==> src/rtl/hbrp_pkg.sv <==
// Package with types, constants and the digit step of the HTTP byte range parser.
package hbrp_pkg;

    localparam int CHAR_W   = 8;
    localparam int VALUE_W  = 64;
    localparam int STATUS_W = 2;
    localparam int POS_W    = 3;

    localparam logic [POS_W-1:0] PREFIX_LEN = 3'd6;

    localparam logic [CHAR_W-1:0] CHAR_COMMA = 8'h2C;
    localparam logic [CHAR_W-1:0] CHAR_DASH  = 8'h2D;
    localparam logic [CHAR_W-1:0] CHAR_ZERO  = 8'h30;
    localparam logic [CHAR_W-1:0] CHAR_NINE  = 8'h39;

    localparam logic [STATUS_W-1:0] ST_NOT_RANGE = 2'd0;
    localparam logic [STATUS_W-1:0] ST_MALFORMED = 2'd1;
    localparam logic [STATUS_W-1:0] ST_UNSAT     = 2'd2;
    localparam logic [STATUS_W-1:0] ST_OK        = 2'd3;

    typedef struct packed {
        logic [VALUE_W-1:0] value;
        logic               nonempty;
        logic               invalid;
    } t_tok;

    typedef struct packed {
        logic               is_range;
        t_tok               first;
        t_tok               second;
        logic [VALUE_W-1:0] size;
    } t_snap;

    // Expected byte of the "bytes=" prefix at a given position.
    function automatic logic [CHAR_W-1:0] prefix_char(logic [POS_W-1:0] pos);
        logic [CHAR_W-1:0] c;
        case (pos)
            3'd0:    c = 8'h62;
            3'd1:    c = 8'h79;
            3'd2:    c = 8'h74;
            3'd3:    c = 8'h65;
            3'd4:    c = 8'h73;
            3'd5:    c = 8'h3D;
            default: c = 8'h00;
        endcase
        return c;
    endfunction

    // One decimal digit step: value * 10 + digit, with overflow and syntax checks.
    function automatic t_tok take_digit(t_tok tok, logic [CHAR_W-1:0] c);
        t_tok               r;
        logic [VALUE_W+3:0] wide;
        logic [VALUE_W+3:0] prod;
        r          = tok;
        r.nonempty = 1'b1;
        wide       = {4'b0000, tok.value};
        prod       = (wide << 3) + (wide << 1) + {{VALUE_W{1'b0}}, c[3:0]};
        if (!tok.invalid) begin
            if (c < CHAR_ZERO || c > CHAR_NINE) begin
                r.invalid = 1'b1;
            end else if (prod[VALUE_W+3:VALUE_W] != 4'b0000) begin
                r.invalid = 1'b1;
            end else begin
                r.value = prod[VALUE_W-1:0];
            end
        end
        return r;
    endfunction

endpackage

==> src/rtl/hbrp_if.sv <==
// Channel interfaces for header bytes in and range results out.
interface hbrp_in_if;
    import hbrp_pkg::*;

    logic               valid;
    logic               ready;
    logic [CHAR_W-1:0]  header_char;
    logic               has_char;
    logic               last_char;
    logic [VALUE_W-1:0] content_size;

    modport source (output valid, header_char, has_char, last_char, content_size,
                    input ready);
    modport sink (input valid, header_char, has_char, last_char, content_size,
                  output ready);
endinterface

interface hbrp_out_if;
    import hbrp_pkg::*;

    logic                valid;
    logic                ready;
    logic [STATUS_W-1:0] range_status;
    logic [VALUE_W-1:0]  range_start;
    logic [VALUE_W-1:0]  range_end;

    modport source (output valid, range_status, range_start, range_end, input ready);
    modport sink (input valid, range_status, range_start, range_end, output ready);
endinterface

==> src/rtl/http_byte_range_parser.sv <==
// HTTP Range header parser that resolves one byte range against the content size.
//
// Usage: header bytes arrive on i_hdr, one byte per transaction. The transaction
// with last_char set, or any transaction with has_char clear, ends the header;
// content_size is sampled on that transaction. Each header yields exactly one
// transaction on o_rng carrying status, inclusive start and inclusive end.
// Throughput is one header byte per cycle while i_hdr.ready is high. The byte
// register feeds the parse step, whose state update is a prefix match and a
// multiply-by-ten accumulate; headers may follow each other with no gap.
// Each result passes through the input register, the snapshot register and
// the result register before it is presented on o_rng.
// When o_rng stalls, results wait in the result and snapshot registers; bytes
// that do not end a header keep flowing, and i_hdr.ready drops only when an
// ending byte finds both registers occupied.
// Reset clears the parse state and all valid flags; no result is pending after.
module http_byte_range_parser (
    input  logic              i_clk,
    input  logic              i_rst_n,
    hbrp_in_if.sink           i_hdr,
    hbrp_out_if.source        o_rng
);
    import hbrp_pkg::*;

    logic               r_in_valid;
    logic [CHAR_W-1:0]  r_in_char;
    logic               r_in_has;
    logic               r_in_last;
    logic [VALUE_W-1:0] r_in_size;

    logic [POS_W-1:0]   r_prefix_pos;
    logic               r_prefix_failed;
    logic               r_comma_seen;
    logic               r_dash_seen;
    t_tok               r_first;
    t_tok               r_second;

    logic [POS_W-1:0]   n_prefix_pos;
    logic               n_prefix_failed;
    logic               n_comma_seen;
    logic               n_dash_seen;
    t_tok               n_first;
    t_tok               n_second;

    logic               r_snap_valid;
    t_snap              r_snap;
    t_snap              n_snap;

    logic                r_out_valid;
    logic [STATUS_W-1:0] r_out_status;
    logic [VALUE_W-1:0]  r_out_start;
    logic [VALUE_W-1:0]  r_out_end;
    logic [STATUS_W-1:0] n_out_status;
    logic [VALUE_W-1:0]  n_out_start;
    logic [VALUE_W-1:0]  n_out_end;

    logic               out_free;
    logic               snap_free;
    logic               in_ends;
    logic               in_fire;
    logic               in_take;

    logic [VALUE_W-1:0] size_m1;
    logic [VALUE_W-1:0] suffix_len;

    assign out_free  = !r_out_valid || o_rng.ready;
    assign snap_free = !r_snap_valid || out_free;
    assign in_ends   = !r_in_has || r_in_last;
    assign in_fire   = r_in_valid && (!in_ends || snap_free);
    assign in_take   = i_hdr.valid && i_hdr.ready;

    assign i_hdr.ready        = !r_in_valid || in_fire;
    assign o_rng.valid        = r_out_valid;
    assign o_rng.range_status = r_out_status;
    assign o_rng.range_start  = r_out_start;
    assign o_rng.range_end    = r_out_end;

    always_ff @(posedge i_clk) begin
        if (!i_rst_n) begin
            r_in_valid <= 1'b0;
        end else if (i_hdr.ready) begin
            r_in_valid <= i_hdr.valid;
        end
    end

    always_ff @(posedge i_clk) begin
        if (in_take) begin
            r_in_char <= i_hdr.header_char;
            r_in_has  <= i_hdr.has_char;
            r_in_last <= i_hdr.last_char;
            r_in_size <= i_hdr.content_size;
        end
    end

    always_comb begin
        n_prefix_pos    = r_prefix_pos;
        n_prefix_failed = r_prefix_failed;
        n_comma_seen    = r_comma_seen;
        n_dash_seen     = r_dash_seen;
        n_first         = r_first;
        n_second        = r_second;
        if (r_in_has && !r_prefix_failed) begin
            if (r_prefix_pos < PREFIX_LEN) begin
                if (r_in_char == prefix_char(r_prefix_pos)) begin
                    n_prefix_pos = r_prefix_pos + 3'd1;
                end else begin
                    n_prefix_failed = 1'b1;
                end
            end else if (r_in_char == CHAR_COMMA) begin
                n_comma_seen = 1'b1;
            end else if (!r_dash_seen && r_in_char == CHAR_DASH) begin
                n_dash_seen = 1'b1;
            end else if (!r_dash_seen) begin
                n_first = take_digit(r_first, r_in_char);
            end else begin
                n_second = take_digit(r_second, r_in_char);
            end
        end
        n_snap.is_range = !n_prefix_failed && (n_prefix_pos == PREFIX_LEN)
                          && !n_comma_seen && n_dash_seen;
        n_snap.first    = n_first;
        n_snap.second   = n_second;
        n_snap.size     = r_in_size;
    end

    always_ff @(posedge i_clk) begin
        if (!i_rst_n) begin
            r_prefix_pos    <= '0;
            r_prefix_failed <= 1'b0;
            r_comma_seen    <= 1'b0;
            r_dash_seen     <= 1'b0;
            r_first         <= '0;
            r_second        <= '0;
        end else if (in_fire) begin
            if (in_ends) begin
                r_prefix_pos    <= '0;
                r_prefix_failed <= 1'b0;
                r_comma_seen    <= 1'b0;
                r_dash_seen     <= 1'b0;
                r_first         <= '0;
                r_second        <= '0;
            end else begin
                r_prefix_pos    <= n_prefix_pos;
                r_prefix_failed <= n_prefix_failed;
                r_comma_seen    <= n_comma_seen;
                r_dash_seen     <= n_dash_seen;
                r_first         <= n_first;
                r_second        <= n_second;
            end
        end
    end

    always_ff @(posedge i_clk) begin
        if (!i_rst_n) begin
            r_snap_valid <= 1'b0;
        end else if (snap_free) begin
            r_snap_valid <= in_fire && in_ends;
        end
    end

    always_ff @(posedge i_clk) begin
        if (in_fire && in_ends) begin
            r_snap <= n_snap;
        end
    end

    assign size_m1    = r_snap.size - 64'd1;
    assign suffix_len = (r_snap.second.value > r_snap.size) ? r_snap.size
                                                            : r_snap.second.value;

    always_comb begin
        n_out_status = ST_MALFORMED;
        n_out_start  = '0;
        n_out_end    = '0;
        if (!r_snap.is_range) begin
            n_out_status = ST_NOT_RANGE;
        end else if (r_snap.first.nonempty && r_snap.second.nonempty) begin
            if (r_snap.first.invalid || r_snap.second.invalid
                || r_snap.first.value > r_snap.second.value) begin
                n_out_status = ST_MALFORMED;
            end else if (r_snap.first.value >= r_snap.size) begin
                n_out_status = ST_UNSAT;
            end else begin
                n_out_status = ST_OK;
                n_out_start  = r_snap.first.value;
                n_out_end    = (r_snap.second.value < size_m1) ? r_snap.second.value
                                                               : size_m1;
            end
        end else if (r_snap.first.nonempty) begin
            if (r_snap.first.invalid) begin
                n_out_status = ST_MALFORMED;
            end else if (r_snap.first.value >= r_snap.size) begin
                n_out_status = ST_UNSAT;
            end else begin
                n_out_status = ST_OK;
                n_out_start  = r_snap.first.value;
                n_out_end    = size_m1;
            end
        end else if (r_snap.second.nonempty) begin
            if (r_snap.second.invalid || r_snap.second.value == '0) begin
                n_out_status = ST_MALFORMED;
            end else if (r_snap.size == '0) begin
                n_out_status = ST_UNSAT;
            end else begin
                n_out_status = ST_OK;
                n_out_start  = r_snap.size - suffix_len;
                n_out_end    = size_m1;
            end
        end
    end

    always_ff @(posedge i_clk) begin
        if (!i_rst_n) begin
            r_out_valid <= 1'b0;
        end else if (out_free) begin
            r_out_valid <= r_snap_valid;
        end
    end

    always_ff @(posedge i_clk) begin
        if (out_free && r_snap_valid) begin
            r_out_status <= n_out_status;
            r_out_start  <= n_out_start;
            r_out_end    <= n_out_end;
        end
    end

endmodule

==> src/flat_wrapper.sv <==
// flat-port wrapper written by rule: the top's interface ports become plain ports
module http_byte_range_parser_flat import hbrp_pkg::*;
  (i_clk, i_rst_n, i_hdr_valid, i_hdr_header_char, i_hdr_has_char, i_hdr_last_char, i_hdr_content_size, i_hdr_ready, o_rng_valid, o_rng_range_status, o_rng_range_start, o_rng_range_end, o_rng_ready);
  hbrp_in_if i_hdr_i ();
  hbrp_out_if o_rng_i ();
  input  logic i_clk;
  input  logic i_rst_n;
  input wire logic [$bits(i_hdr_i.valid)-1:0] i_hdr_valid;
  input wire logic [$bits(i_hdr_i.header_char)-1:0] i_hdr_header_char;
  input wire logic [$bits(i_hdr_i.has_char)-1:0] i_hdr_has_char;
  input wire logic [$bits(i_hdr_i.last_char)-1:0] i_hdr_last_char;
  input wire logic [$bits(i_hdr_i.content_size)-1:0] i_hdr_content_size;
  output wire logic [$bits(i_hdr_i.ready)-1:0] i_hdr_ready;
  output wire logic [$bits(o_rng_i.valid)-1:0] o_rng_valid;
  output wire logic [$bits(o_rng_i.range_status)-1:0] o_rng_range_status;
  output wire logic [$bits(o_rng_i.range_start)-1:0] o_rng_range_start;
  output wire logic [$bits(o_rng_i.range_end)-1:0] o_rng_range_end;
  input wire logic [$bits(o_rng_i.ready)-1:0] o_rng_ready;
  assign i_hdr_i.valid = i_hdr_valid;
  assign i_hdr_i.header_char = i_hdr_header_char;
  assign i_hdr_i.has_char = i_hdr_has_char;
  assign i_hdr_i.last_char = i_hdr_last_char;
  assign i_hdr_i.content_size = i_hdr_content_size;
  assign i_hdr_ready = i_hdr_i.ready;
  assign o_rng_valid = o_rng_i.valid;
  assign o_rng_range_status = o_rng_i.range_status;
  assign o_rng_range_start = o_rng_i.range_start;
  assign o_rng_range_end = o_rng_i.range_end;
  assign o_rng_i.ready = o_rng_ready;
  http_byte_range_parser u_core (.i_clk(i_clk), .i_rst_n(i_rst_n), .i_hdr(i_hdr_i), .o_rng(o_rng_i));
endmodule
==> config.mk <==
export PLATFORM = sky130hd
export DESIGN_NAME = http_byte_range_parser_flat
export DESIGN_NICKNAME = d
export VERILOG_FILES = /design/src/rtl/hbrp_pkg.sv /design/src/rtl/hbrp_if.sv /design/src/rtl/http_byte_range_parser.sv /design/src/flat_wrapper.sv
export SDC_FILE = /design/constraint.sdc
export NUM_CORES = 2
export LEC_CHECK = 0
export ABC_AREA = 1
export BUFFER_PORTS_ARGS = -buffer_cell sky130_fd_sc_hd__buf_2
export CAP_MARGIN = 20
export CORE_ASPECT_RATIO = 1.5
export CORE_MARGIN = 5
export CORE_UTILIZATION = 45
export DETAILED_ROUTE_END_ITERATION = 16
export PLACE_DENSITY = 0.67
export SLEW_MARGIN = 20
export SYNTH_ARGS = -nofsm -noshare
export SYNTH_HDL_FRONTEND = slang
export SYNTH_SLANG_ARGS = --single-unit
==> constraint.sdc <==
create_clock -name i_clk -period 13.7 [get_ports i_clk]
set_input_delay 2.055 -clock i_clk [delete_from_list [all_inputs] [get_ports i_clk]]
set_output_delay 2.055 -clock i_clk [all_outputs]
set_load 0.05 [all_outputs]
==> reports/metrics.yaml <==
outcome:
  status: "finished, final reports clean"
sta:
  slew_viol_final: 0
  fmax_ghz: 0.140
  finalSetupViolCount: 0
  finalCritPeriodShare_pct: 52.1
  fin_hold_ws_ns: 0.388
  setup-tns-final_ns: 0
  hold_viol_final: 0
  rsz0062_at_grt: "no"
  tightest_slew_ns: 1.22
  slew_headroom_pct: 17.8
  fin_worst_skew_ns: 0.0330
  period_minus_slack_ns: 7.13
worst_hold_path:
  hold_class: "reg -> reg"
  hold_path_startpoint: "u_core.r_in_size[2]"
  worstHoldEndpoint: "u_core.r_snap[2]"
  holdPathStages: 0
clock_network:
  cts_buffer_depth: 3
  cts_setup_buffers: 0
  insertion_delay_ns: 0.67
  cts_tree: "yes"
  cts.reportedPaths.clkPinSlew_ns: 0.07
  cts_hold_buffers: 0
  cts-root-buf: "clkbuf_16"
  postCtsResizedCells: 0
  htree_levels: 3
  clock-sinks: 542
  cts-buffers-inserted: 66
floorplan:
  fp.dieW_um: 276
  initial_core_util_pct: 45.3
  io_pins: 210
  coreArea_sq_mm: 0.106
  rows: 146
  die_y_um: 409
  die_area_sq_mm: 0.113
global_route:
  grt_use_total_pct: 35.4
  grt_pass1_wl_mm: 301
  grt_pass1_vias: 47700
  antenna_found_initial: 4
  grt_max_degree: 128
  grt-ovfl-total: 0
power_and_ir_drop:
  powerDensity_mw_per_mm2: 84.4
  p_total_w: 0.00443
  leakage_nw: 24.7
  worst_ir_drop_vdd_mv: 0.0932
logic_synthesis:
  yosysSeqAreaShare_pct: 31.1
  ys.warnings.count: 0
  yosys_most_used_dff: "edfxtp_1"
  ys_top_cells_by_area: "edfxtp_1 (25%), ha_1 (15%), nand2_1 (14%), inv_1 (7.5%), a21oi_1 (6.5%)"
  synthArstFlopShare_pct: 0
  synthCells: 6745
  syn_area_sq_mm: 0.0478
  ys_ff_latch: 542
  synth_nets: 7408
  syn_avg_cell_area_sq_um: 7.08
  synth-edff-count: 401
  synthDistinctLibCells: 54
  yosysTopAreaCell: "edfxtp_1"
  yosys.area.top_type_share_pct: 25.2
worst_setup_path:
  critPathLaunchType: "flip-flop"
  cp_max_fo: 62
  reg2regPathDepth: 25
  critPathMaxStageDelay_ns: 0.69
  r2r_setup_slack_ns: 6.57
  arrival_ns: 7.49
  reg2reg_to: "u_core.o_rng.range_end[21]"
  r2r-start: "u_core.r_snap[0]"
  cp-end-kind: "flip-flop"
  cp_num_buf_inv: 3
  critical_path_class: "reg -> reg"
  slowest_stage: "buf_4"
  crit_required_ns: 14.06
  cp_num_cells: 25
  crit_family: "simple AND/OR/NAND/NOR gates"
route:
  finalWirelength_mm: 208
  drtIter0Drc: 4178
  drt_drc_violations_left: 0
  via_per_inst: 5.71
  ant_nets: 0
  first_pass_iters: 9
  vias: 47700
  avgRoutedWirePerCell_um: 24.9
place:
  hpwl_mm: 170
  gp_congestion: 1.06
  portBuffers: 209
  place_inst: 8223
final_layout:
  nets: 7548
  area_delta_synth_final_pct: 9.81
  mostFrequentLayoutCells: "nand2_1 (1737), inv_1 (952), nor2_1 (647)"
  final_cells: 8342
  layout_commonest_cell: "nand2_1"
  drive_gt1_share_pct: 6.23
flow_run:
  max_cap_violations: 0
worst register-to-register path, cell delays in order (launching register included):
cell and delay (ns):
edfxtp_1 0.43, inv_1 0.28, nand3_1 0.21, nor2_2 0.25, nand2_2 0.16, nor2_2 0.27
nand2_2 0.26, nor2_2 0.35, nand2_1 0.27, nor2_2 0.36, nand2_1 0.19, nor2_1 0.17
xor2_1 0.32, ha_1 0.21, nand2_1 0.11, inv_1 0.11, nand3_1 0.07, nor2_1 0.21
nor4b_2 0.66, and3b_1 0.28, nand2_2 0.28, nand2_2 0.20, buf_4 0.69, nand2_1 0.24
nand4_1 0.14, a21oi_1 0.11
stage by stage:
stage	setup WS, ns	utilization (%)	area (sq um)
after floorplan	5.52	-	47800
after global placement	6.37	47.5	50200
after detailed placement	6.73	47.5	50200
after CTS	6.69	49.7	52500
after global routing	6.34	49.7	52500
final	6.57	49.7	52500
flip-flops by register name, indices dropped and copies added (netlist names):
name / count
u_core.r_comma_seen: 1
u_core.o_rng.valid: 1
u_core.r_snap: 197
u_core.r_prefix_failed: 1
u_core.o_rng.range_end: 64
u_core.r_dash_seen: 1
u_core.o_rng.range_status: 2
u_core.r_first: 66
u_core.r_in_char: 8
u_core.o_rng.range_start: 64
u_core.r_prefix_pos: 3
u_core.r_snap_valid: 1
u_core.r_in_has: 1
u_core.r_second: 66
u_core.r_in_valid: 1
u_core.r_in_size: 64
u_core.r_in_last: 1
layout make-up:
type	count	area [sq um]
repair buffers	243	1310
flip-flops and latches	542	14900
multi-input cells	5065	28600
clock buffers	71	1700
inverters	967	3640
well taps	1406	1760
diodes	1	2.50
clock inverters	47	592
fillers	10900	53100
kinds of logic after synthesis:
logic type / Yosys count / share of synthesized area, %
adders and majority gates: 585 / 15.4
and+or+nand+nor: 3280 / 29.4
AOI/OAI and AO/OA: 1015 / 11.5
xor gates and xnor gates: 185 / 3.39
DFF: 542 / 31.1
buffers and inverters: 1138 / 9.22
cells in the mapped netlist, types with 106 or more instances:
cell and n:
nand2_1 1743, a21oi_1 620, inv_1 955, xor2_1 113
o21ai_0 228, nand3_1 426, ha_1 580, clkbuf_1 106
nor2_1 651, nand4_1 192, dfxtp_1 141, edfxtp_1 401
layer usage:
metal,vias to the layer above,GRT usage (%),part of all wire (%)
met5,-,0,0
met4,0,27.7,9.7
met3,659,4.73,5.8
met2,1932,63.6,50
met1,22400,37.0,35
li1,22700,-,-
power by group:
group          leakage, nW  internal, W  switching (W)
Clock                 1.12      0.00109       0.000825
Combinational         18.7     0.000179       0.000473
Sequential            4.95      0.00181      0.0000560
worst max path at each step:
stage / start / endpoint / slack, ns
floorplan: o_rng_ready / u_core.o_rng.range_end[0] / 5.52
global placement: u_core.r_snap[0] / u_core.o_rng.range_end[26] / 6.37
detailed placement: u_core.r_snap[62] / u_core.o_rng.range_start[53] / 6.73
CTS: u_core.r_snap[62] / u_core.o_rng.range_start[53] / 6.69
global route: u_core.r_snap[29] / u_core.o_rng.range_start[49] / 6.34
finish: u_core.r_snap[0] / u_core.o_rng.range_end[21] / 6.57
(Power assumes the default switching activity.)
